File: config.mk
export PLATFORM = sky130hd
export DESIGN_NAME = aes_ctrl
export DESIGN_NICKNAME = d
export VERILOG_FILES = /design/src/design/aes_pkg.sv /design/src/design/aes_ctrl.sv
export SDC_FILE = /design/constraint.sdc
export NUM_CORES = 1
export LEC_CHECK = 0
export BUFFER_PORTS_ARGS = -buffer_cell sky130_fd_sc_hd__buf_2
export CORE_MARGIN = 3
export CORE_UTILIZATION = 50
export CTS_CLUSTER_DIAMETER = 40
export DETAILED_ROUTE_END_ITERATION = 6
export PLACE_DENSITY = 0.77
export SLEW_MARGIN = 20
export SYNTH_ARGS = -nofsm -noshare
export SYNTH_HDL_FRONTEND = slang
export SYNTH_SLANG_ARGS = --single-unit
File: constraint.sdc
create_clock -name clk -period 5.6 [get_ports clk]
set_clock_uncertainty 0.15 [all_clocks]
set_input_delay 1.12 -clock clk [delete_from_list [all_inputs] [get_ports clk]]
set_output_delay 1.12 -clock clk [all_outputs]
set_load 0.05 [all_outputs]
File: src/design/aes_pkg.sv
// ---------------------------------------------------------------------------
// aes_pkg
// Shared types, codes, S-box tables and round functions for the AES-256
// CBC core.
// ---------------------------------------------------------------------------
package aes_pkg;

	localparam int unsigned NUM_KEYS = 15;
	localparam logic [3:0] LAST_KEY = 4'd14;

	// configuration register indexes
	localparam logic [2:0] CFG_KEY0 = 3'd0;
	localparam logic [2:0] CFG_KEY1 = 3'd1;
	localparam logic [2:0] CFG_KEY2 = 3'd2;
	localparam logic [2:0] CFG_KEY3 = 3'd3;
	localparam logic [2:0] CFG_IV0  = 3'd4;
	localparam logic [2:0] CFG_IV1  = 3'd5;
	localparam logic [2:0] CFG_DEC  = 3'd6;

	// datapath operations
	localparam logic [2:0] OP_NONE   = 3'd0;
	localparam logic [2:0] OP_EXPAND = 3'd1;
	localparam logic [2:0] OP_LOAD   = 3'd2;
	localparam logic [2:0] OP_ADDKEY = 3'd3;
	localparam logic [2:0] OP_ROUND  = 3'd4;
	localparam logic [2:0] OP_FINISH = 3'd5;

	typedef struct packed {
		logic [2:0] op;
		logic [3:0] idx;     // expansion step
		logic [3:0] rd_idx;  // round key to fetch for next cycle
		logic       rd_en;
		logic       last;    // final round
	} cmd_t;

	typedef struct packed {
		logic decrypt;
		logic key_wr;
	} stat_t;

	localparam logic [7:0] SBOX [256] = '{
		8'h63,8'h7c,8'h77,8'h7b,8'hf2,8'h6b,8'h6f,8'hc5,8'h30,8'h01,8'h67,8'h2b,8'hfe,8'hd7,8'hab,8'h76,
		8'hca,8'h82,8'hc9,8'h7d,8'hfa,8'h59,8'h47,8'hf0,8'had,8'hd4,8'ha2,8'haf,8'h9c,8'ha4,8'h72,8'hc0,
		8'hb7,8'hfd,8'h93,8'h26,8'h36,8'h3f,8'hf7,8'hcc,8'h34,8'ha5,8'he5,8'hf1,8'h71,8'hd8,8'h31,8'h15,
		8'h04,8'hc7,8'h23,8'hc3,8'h18,8'h96,8'h05,8'h9a,8'h07,8'h12,8'h80,8'he2,8'heb,8'h27,8'hb2,8'h75,
		8'h09,8'h83,8'h2c,8'h1a,8'h1b,8'h6e,8'h5a,8'ha0,8'h52,8'h3b,8'hd6,8'hb3,8'h29,8'he3,8'h2f,8'h84,
		8'h53,8'hd1,8'h00,8'hed,8'h20,8'hfc,8'hb1,8'h5b,8'h6a,8'hcb,8'hbe,8'h39,8'h4a,8'h4c,8'h58,8'hcf,
		8'hd0,8'hef,8'haa,8'hfb,8'h43,8'h4d,8'h33,8'h85,8'h45,8'hf9,8'h02,8'h7f,8'h50,8'h3c,8'h9f,8'ha8,
		8'h51,8'ha3,8'h40,8'h8f,8'h92,8'h9d,8'h38,8'hf5,8'hbc,8'hb6,8'hda,8'h21,8'h10,8'hff,8'hf3,8'hd2,
		8'hcd,8'h0c,8'h13,8'hec,8'h5f,8'h97,8'h44,8'h17,8'hc4,8'ha7,8'h7e,8'h3d,8'h64,8'h5d,8'h19,8'h73,
		8'h60,8'h81,8'h4f,8'hdc,8'h22,8'h2a,8'h90,8'h88,8'h46,8'hee,8'hb8,8'h14,8'hde,8'h5e,8'h0b,8'hdb,
		8'he0,8'h32,8'h3a,8'h0a,8'h49,8'h06,8'h24,8'h5c,8'hc2,8'hd3,8'hac,8'h62,8'h91,8'h95,8'he4,8'h79,
		8'he7,8'hc8,8'h37,8'h6d,8'h8d,8'hd5,8'h4e,8'ha9,8'h6c,8'h56,8'hf4,8'hea,8'h65,8'h7a,8'hae,8'h08,
		8'hba,8'h78,8'h25,8'h2e,8'h1c,8'ha6,8'hb4,8'hc6,8'he8,8'hdd,8'h74,8'h1f,8'h4b,8'hbd,8'h8b,8'h8a,
		8'h70,8'h3e,8'hb5,8'h66,8'h48,8'h03,8'hf6,8'h0e,8'h61,8'h35,8'h57,8'hb9,8'h86,8'hc1,8'h1d,8'h9e,
		8'he1,8'hf8,8'h98,8'h11,8'h69,8'hd9,8'h8e,8'h94,8'h9b,8'h1e,8'h87,8'he9,8'hce,8'h55,8'h28,8'hdf,
		8'h8c,8'ha1,8'h89,8'h0d,8'hbf,8'he6,8'h42,8'h68,8'h41,8'h99,8'h2d,8'h0f,8'hb0,8'h54,8'hbb,8'h16
	};

	localparam logic [7:0] INV_SBOX [256] = '{
		8'h52,8'h09,8'h6a,8'hd5,8'h30,8'h36,8'ha5,8'h38,8'hbf,8'h40,8'ha3,8'h9e,8'h81,8'hf3,8'hd7,8'hfb,
		8'h7c,8'he3,8'h39,8'h82,8'h9b,8'h2f,8'hff,8'h87,8'h34,8'h8e,8'h43,8'h44,8'hc4,8'hde,8'he9,8'hcb,
		8'h54,8'h7b,8'h94,8'h32,8'ha6,8'hc2,8'h23,8'h3d,8'hee,8'h4c,8'h95,8'h0b,8'h42,8'hfa,8'hc3,8'h4e,
		8'h08,8'h2e,8'ha1,8'h66,8'h28,8'hd9,8'h24,8'hb2,8'h76,8'h5b,8'ha2,8'h49,8'h6d,8'h8b,8'hd1,8'h25,
		8'h72,8'hf8,8'hf6,8'h64,8'h86,8'h68,8'h98,8'h16,8'hd4,8'ha4,8'h5c,8'hcc,8'h5d,8'h65,8'hb6,8'h92,
		8'h6c,8'h70,8'h48,8'h50,8'hfd,8'hed,8'hb9,8'hda,8'h5e,8'h15,8'h46,8'h57,8'ha7,8'h8d,8'h9d,8'h84,
		8'h90,8'hd8,8'hab,8'h00,8'h8c,8'hbc,8'hd3,8'h0a,8'hf7,8'he4,8'h58,8'h05,8'hb8,8'hb3,8'h45,8'h06,
		8'hd0,8'h2c,8'h1e,8'h8f,8'hca,8'h3f,8'h0f,8'h02,8'hc1,8'haf,8'hbd,8'h03,8'h01,8'h13,8'h8a,8'h6b,
		8'h3a,8'h91,8'h11,8'h41,8'h4f,8'h67,8'hdc,8'hea,8'h97,8'hf2,8'hcf,8'hce,8'hf0,8'hb4,8'he6,8'h73,
		8'h96,8'hac,8'h74,8'h22,8'he7,8'had,8'h35,8'h85,8'he2,8'hf9,8'h37,8'he8,8'h1c,8'h75,8'hdf,8'h6e,
		8'h47,8'hf1,8'h1a,8'h71,8'h1d,8'h29,8'hc5,8'h89,8'h6f,8'hb7,8'h62,8'h0e,8'haa,8'h18,8'hbe,8'h1b,
		8'hfc,8'h56,8'h3e,8'h4b,8'hc6,8'hd2,8'h79,8'h20,8'h9a,8'hdb,8'hc0,8'hfe,8'h78,8'hcd,8'h5a,8'hf4,
		8'h1f,8'hdd,8'ha8,8'h33,8'h88,8'h07,8'hc7,8'h31,8'hb1,8'h12,8'h10,8'h59,8'h27,8'h80,8'hec,8'h5f,
		8'h60,8'h51,8'h7f,8'ha9,8'h19,8'hb5,8'h4a,8'h0d,8'h2d,8'he5,8'h7a,8'h9f,8'h93,8'hc9,8'h9c,8'hef,
		8'ha0,8'he0,8'h3b,8'h4d,8'hae,8'h2a,8'hf5,8'hb0,8'hc8,8'heb,8'hbb,8'h3c,8'h83,8'h53,8'h99,8'h61,
		8'h17,8'h2b,8'h04,8'h7e,8'hba,8'h77,8'hd6,8'h26,8'he1,8'h69,8'h14,8'h63,8'h55,8'h21,8'h0c,8'h7d
	};

	function automatic logic [7:0] xtime(input logic [7:0] a);
		return {a[6:0], 1'b0} ^ (a[7] ? 8'h1b : 8'h00);
	endfunction

	function automatic logic [31:0] mix_col(input logic [31:0] w);
		logic [7:0] a0, a1, a2, a3;
		a0 = w[31:24]; a1 = w[23:16]; a2 = w[15:8]; a3 = w[7:0];
		return {xtime(a0) ^ xtime(a1) ^ a1 ^ a2 ^ a3,
			a0 ^ xtime(a1) ^ xtime(a2) ^ a2 ^ a3,
			a0 ^ a1 ^ xtime(a2) ^ xtime(a3) ^ a3,
			xtime(a0) ^ a0 ^ a1 ^ a2 ^ xtime(a3)};
	endfunction

	function automatic logic [7:0] gm9(input logic [7:0] a);
		return xtime(xtime(xtime(a))) ^ a;
	endfunction
	function automatic logic [7:0] gm11(input logic [7:0] a);
		return xtime(xtime(xtime(a))) ^ xtime(a) ^ a;
	endfunction
	function automatic logic [7:0] gm13(input logic [7:0] a);
		return xtime(xtime(xtime(a))) ^ xtime(xtime(a)) ^ a;
	endfunction
	function automatic logic [7:0] gm14(input logic [7:0] a);
		return xtime(xtime(xtime(a))) ^ xtime(xtime(a)) ^ xtime(a);
	endfunction

	function automatic logic [31:0] inv_mix_col(input logic [31:0] w);
		logic [7:0] a0, a1, a2, a3;
		a0 = w[31:24]; a1 = w[23:16]; a2 = w[15:8]; a3 = w[7:0];
		return {gm14(a0) ^ gm11(a1) ^ gm13(a2) ^ gm9(a3),
			gm9(a0) ^ gm14(a1) ^ gm11(a2) ^ gm13(a3),
			gm13(a0) ^ gm9(a1) ^ gm14(a2) ^ gm11(a3),
			gm11(a0) ^ gm13(a1) ^ gm9(a2) ^ gm14(a3)};
	endfunction

	// byte n of a block, byte 0 in the top bits
	function automatic logic [7:0] get_byte(input logic [127:0] s, input int n);
		return s[127-8*n -: 8];
	endfunction

	function automatic logic [127:0] enc_round(input logic [127:0] s,
			input logic [127:0] k, input logic last);
		logic [127:0] t, m;
		for (int c = 0; c < 4; c++)
			for (int i = 0; i < 4; i++)
				t[127-8*(4*c+i) -: 8] = SBOX[get_byte(s, 4*((c+i)&3)+i)];
		for (int c = 0; c < 4; c++)
			m[127-32*c -: 32] = mix_col(t[127-32*c -: 32]);
		return (last ? t : m) ^ k;
	endfunction

	function automatic logic [127:0] dec_round(input logic [127:0] s,
			input logic [127:0] k, input logic last);
		logic [127:0] t, m;
		for (int c = 0; c < 4; c++)
			for (int i = 0; i < 4; i++)
				t[127-8*(4*((c+i)&3)+i) -: 8] = INV_SBOX[get_byte(s, 4*c+i)];
		t = t ^ k;
		for (int c = 0; c < 4; c++)
			m[127-32*c -: 32] = inv_mix_col(t[127-32*c -: 32]);
		return last ? t : m;
	endfunction

	// next four key words from the eight previous ones (oldest on top)
	function automatic logic [127:0] expand_step(input logic [255:0] win,
			input logic rot, input logic [7:0] rcon);
		logic [31:0] t, n0, n1, n2, n3;
		t = win[31:0];
		if (rot)
			t = {SBOX[t[23:16]] ^ rcon, SBOX[t[15:8]], SBOX[t[7:0]], SBOX[t[31:24]]};
		else
			t = {SBOX[t[31:24]], SBOX[t[23:16]], SBOX[t[15:8]], SBOX[t[7:0]]};
		n0 = win[255:224] ^ t;
		n1 = win[223:192] ^ n0;
		n2 = win[191:160] ^ n1;
		n3 = win[159:128] ^ n2;
		return {n0, n1, n2, n3};
	endfunction

endpackage

File: src/design/aes_ctrl.sv
// ---------------------------------------------------------------------------
// aes_ctrl
// Sequencer: key expansion, round sequencing and handshakes.
// ---------------------------------------------------------------------------
module aes_ctrl (
	input  logic              clk,
	input  logic              arst_n,
	input  logic              in_valid,
	output logic              in_stall,
	output logic              out_valid,
	input  logic              out_stall,
	input  aes_pkg::stat_t    stat,
	output aes_pkg::cmd_t     cmd
);

	localparam logic [2:0] ST_IDLE   = 3'd0;
	localparam logic [2:0] ST_EXPAND = 3'd1;
	localparam logic [2:0] ST_ADDK   = 3'd2;
	localparam logic [2:0] ST_ROUND  = 3'd3;
	localparam logic [2:0] ST_DONE   = 3'd4;

	logic [2:0] state_q, state_d;
	logic [3:0] cnt_q, cnt_d;
	logic [3:0] kidx_q, kidx_d, nxt;
	logic       ready_q, ready_d;
	logic       outv_q, outv_d;
	logic       last;

	assign nxt  = stat.decrypt ? kidx_q - 4'd1 : kidx_q + 4'd1;
	assign last = stat.decrypt ? (kidx_q == 4'd0) : (kidx_q == aes_pkg::LAST_KEY);

	always_comb begin
		cmd        = '0;
		cmd.op     = aes_pkg::OP_NONE;
		cmd.idx    = cnt_q;
		cmd.rd_idx = kidx_q;
		state_d    = state_q;
		cnt_d      = cnt_q;
		kidx_d     = kidx_q;
		ready_d    = ready_q;
		outv_d     = outv_q && out_stall;
		case (state_q)
			ST_IDLE: begin
				if (!ready_q) begin
					state_d = ST_EXPAND;
					cnt_d   = 4'd0;
				end else if (in_valid) begin
					cmd.op     = aes_pkg::OP_LOAD;
					cmd.rd_en  = 1'b1;
					cmd.rd_idx = stat.decrypt ? aes_pkg::LAST_KEY : 4'd0;
					kidx_d     = cmd.rd_idx;
					state_d    = ST_ADDK;
				end
			end
			ST_EXPAND: begin
				cmd.op = aes_pkg::OP_EXPAND;
				if (cnt_q == aes_pkg::LAST_KEY) begin
					ready_d = 1'b1;
					state_d = ST_IDLE;
				end else begin
					cnt_d = cnt_q + 4'd1;
				end
			end
			ST_ADDK: begin
				cmd.op     = aes_pkg::OP_ADDKEY;
				cmd.rd_en  = 1'b1;
				cmd.rd_idx = nxt;
				kidx_d     = nxt;
				state_d    = ST_ROUND;
			end
			ST_ROUND: begin
				cmd.op   = aes_pkg::OP_ROUND;
				cmd.last = last;
				if (last) begin
					state_d = ST_DONE;
				end else begin
					cmd.rd_en  = 1'b1;
					cmd.rd_idx = nxt;
					kidx_d     = nxt;
				end
			end
			ST_DONE: begin
				if (!outv_q || !out_stall) begin
					cmd.op  = aes_pkg::OP_FINISH;
					outv_d  = 1'b1;
					state_d = ST_IDLE;
				end
			end
			default: begin
				state_d = ST_IDLE;
			end
		endcase
		// new key: drop the schedule, restart expansion from idle
		if (stat.key_wr) begin
			ready_d = 1'b0;
			if (state_q == ST_EXPAND)
				state_d = ST_IDLE;
		end
	end

	always_ff @(posedge clk or negedge arst_n) begin
		if (!arst_n) begin
			state_q <= ST_IDLE;
			cnt_q   <= 4'd0;
			kidx_q  <= 4'd0;
			ready_q <= 1'b0;
			outv_q  <= 1'b0;
		end else begin
			state_q <= state_d;
			cnt_q   <= cnt_d;
			kidx_q  <= kidx_d;
			ready_q <= ready_d;
			outv_q  <= outv_d;
		end
	end

	assign in_stall  = !(state_q == ST_IDLE && ready_q);
	assign out_valid = outv_q;

endmodule

==> flow_summary.json <==
{
  "min_period_ns": 3.950,
  "antenna_found_initial": 0,
  "global_route.overflow_total": 0,
  "worstPathMaxFanout": 7,
  "drc": 0,
  "die_area_um2": 2221,
  "hold_path.class": "flop to flop",
  "grt_pass1_vias": 647,
  "worstPathArrival_ns": 2.68,
  "drive_gt1_share_pct": 25.42,
  "cts_buffer_depth": 2,
  "postSynth.asyncResetShare_pct": 100.0,
  "ys_ff_latch": 13,
  "synth-edff-count": 0,
  "finalSetupTns_ns": 0,
  "p_total_w": 0.0005451,
  "p_leak_nw": 0.5252,
  "syn_avg_cell_area_um2": 8.720,
  "clockRootBuffer": "clkbuf_4",
  "insertion_delay_ns": 0.28,
  "status": "finished, final reports clean",
  "place_ws_ns": 1.682,
  "grt_start_max_net_pins": 14,
  "die_h_um": 47.13,
  "numCtsBuffers": 3,
  "hold_viol_final": 0,
  "hold_depth": 2,
  "yosys_warnings": 0,
  "n_fill_cell": 133,
  "ant_nets": 0,
  "cp-end-kind": "primary output",
  "slew_headroom_pct": 75.19,
  "tritoncts": "done",
  "area_delta_synth_final_pct": 15.68,
  "post_cts_buffers": 0,
  "holdPathEnd": "out_valid",
  "slew_violations": 0,
  "critPathKind": "primary input to primary output",
  "syn-num-nets": 108,
  "htree_levels": 1,
  "dr.pass1.iters": 4,
  "r2r-start": "kidx_q[1]",
  "ir_drop_mv": 0.2859,
  "gp_congestion": 0.7763,
  "syn-cell-area_um2": 845.8,
  "path_cells": "buf_2, ha_1, a21o_1, a21oi_1, xor2_1, a21oi_1, o21ai_0, buf_2",
  "start_kind": "primary input",
  "r2r_end": "kidx_q[3]",
  "rsz0062_at_grt": "no",
  "start_util_pct": 54.87,
  "numPortBuffers": 20,
  "fin_ws_ns": 1.650,
  "yosys_most_used_dff": "dfrtp_1",
  "die_x_um": 47.13,
  "critPathTopFamily": "compound AO/OA/AOI/OAI gates",
  "max_freq_mhz": 253.2,
  "worstPathRequired_ns": 4.33,
  "grt_pass1_wl_mm": 2.980,
  "p_per_area_nw_per_um2": 557.2,
  "final_cell_mix": "20 x buf_2, 13 x nand2_1, 13 x dfrtp_1",
  "worst_slew_pin_slew_ns": 0.3693,
  "pwr-share-clk_pct": 10.8,
  "hpwl_mm": 1.407,
  "core_area_um2": 1541,
  "ys_types": 33,
  "routed_via_density": 5.776,
  "final_util_pct": 63.47,
  "syn_inst": 97,
  "hold_buffers": 0,
  "combPwrFrac_pct": 57.3,
  "rows": 14,
  "gr-usage-all-layers_pct": 19.56,
  "synth-seq-area-share_pct": 38.46,
  "clock_sinks": 13,
  "antennaDiodeCount": 0,
  "path_buf_inv": 2,
  "crit_slowest_cell": "ha_1",
  "final-setup-viol-count": 0,
  "maxCapViolCount": 0,
  "period_share_pct": 70.53,
  "regToRegSetupSlack_ns": 3.77,
  "layout.nets": 130,
  "sw_frac_of_total_pct": 55.16,
  "rr_worst_depth": 6,
  "internal_power_w": 0.0002444,
  "pin_count": 21,
  "drt_iter0_drc": 13,
  "seq_power_share_pct": 31.9,
  "drt_wl_total_mm": 1.879,
  "vias": 774,
  "cts-resized-gates": 0,
  "max_stage_delay_ns": 0.29,
  "path_clk_slew_ns": 0.08,
  "min_from": "out_valid",
  "wl_per_cell_um": 14.02,
  "mostFrequentLayoutCell": "buf_2",
  "p_sw_w": 0.0003007
}
## kinds of logic after synthesis
group / after synthesis / synth area share (%)
AND/OR/NAND/NOR: 41 / 25.59
XOR/XNOR: 4 / 4.143
flip-flops: 13 / 38.46
buffers and inverters: 9 / 4.289
adder cells (fa/ha/maj): 5 / 8.284
AO/OA/AOI/OAI: 25 / 19.23
## synthesized netlist by cell type (2+ instances only)
cell type  number  area, um^2
o21ai_0        10       50.05
nor2b_1         2       12.51
ha_1            4       50.05
nand4_1         2       12.51
xor2_1          3       26.28
o21bai_1        2       15.01
o2111ai_1       2       17.52
dfrtp_1        13       325.3
inv_1           6       22.52
nor3_1          2       10.01
nand2_1        13       48.80
a21oi_1         5       25.02
buf_2           2       10.01
nand3_1         4       20.02
nor2_1          9       33.78
## sequential cells by signal (all words and copies together), names as in the netlist
name	count
out_valid	1
kidx_q	4
ready_q	1
cnt_q	4
state_q	3
## worst max-delay path by stage
stage | slack [ns] | from | to | cells after the start
global route | 1.57 | stat[1] | cmd[5] | 8
CTS | 1.68 | stat[1] | cmd[5] | 8
floorplan | 1.25 | stat[1] | cmd[5] | 6
detailed placement | 1.68 | stat[1] | cmd[5] | 8
global placement | 1.76 | stat[1] | cmd[5] | 8
finish | 1.65 | stat[1] | cmd[5] | 8
## routing by layer
metal,routed length (um),part of all wire (%),global-route usage (%),vias to the layer above
met5,0,0,0,-
met4,23,1.2,8.287,0
met3,94,5.0,3.831,4
met2,900,48,29.00,21
met1,860,46,27.73,367
li1,-,-,-,382
## worst min-delay path, stage by stage, from the launching register on
cell	delay [ns]
dfrtp_1	0.36
nand2_1	0.11
nand2_1	0.08
## area by class of cell
class                      instances  area [um^2]  share of cell area [%]
sequential                        13        325.3                   33.25
timing repair buffer              20        100.1                   10.23
tap                               16        20.02                   2.046
inverter                           6        22.52                   2.302
multi-input combinational         75        484.2                   49.49
clock buffer                       4        26.28                   2.685
## metrics by stage
| step | cells | cell area (um^2) | hold slack (ns) |
|---|---|---|---|
| 2_1_floorplan | 97 | 845.8 | 0.4082 |
| 3_3_place_gp | 130 | 952.2 | 0.3775 |
| 3_5_place_dp | 130 | 952.2 | 0.3907 |
| 4_1_cts | 134 | 978.4 | 0.4476 |
| 5_1_grt | 134 | 978.4 | 0.4716 |
| 6_report | 134 | 978.4 | 0.4363 |
## power by group through the flow
| stage | sequential [W] | clock (W) | combinational [W] |
|---|---|---|---|
| global placement | 0.000172 | 0 | 0.000306 |
| floorplan | 0.000194 | 0 | 0.000223 |
| CTS | 0.000173 | 0.0000612 | 0.000314 |
| finish | 0.000174 | 0.0000589 | 0.000312 |
| detailed placement | 0.000174 | 0 | 0.000312 |
| global route | 0.000182 | 0.0000657 | 0.000339 |
Power figures use the tool's default switching activity.
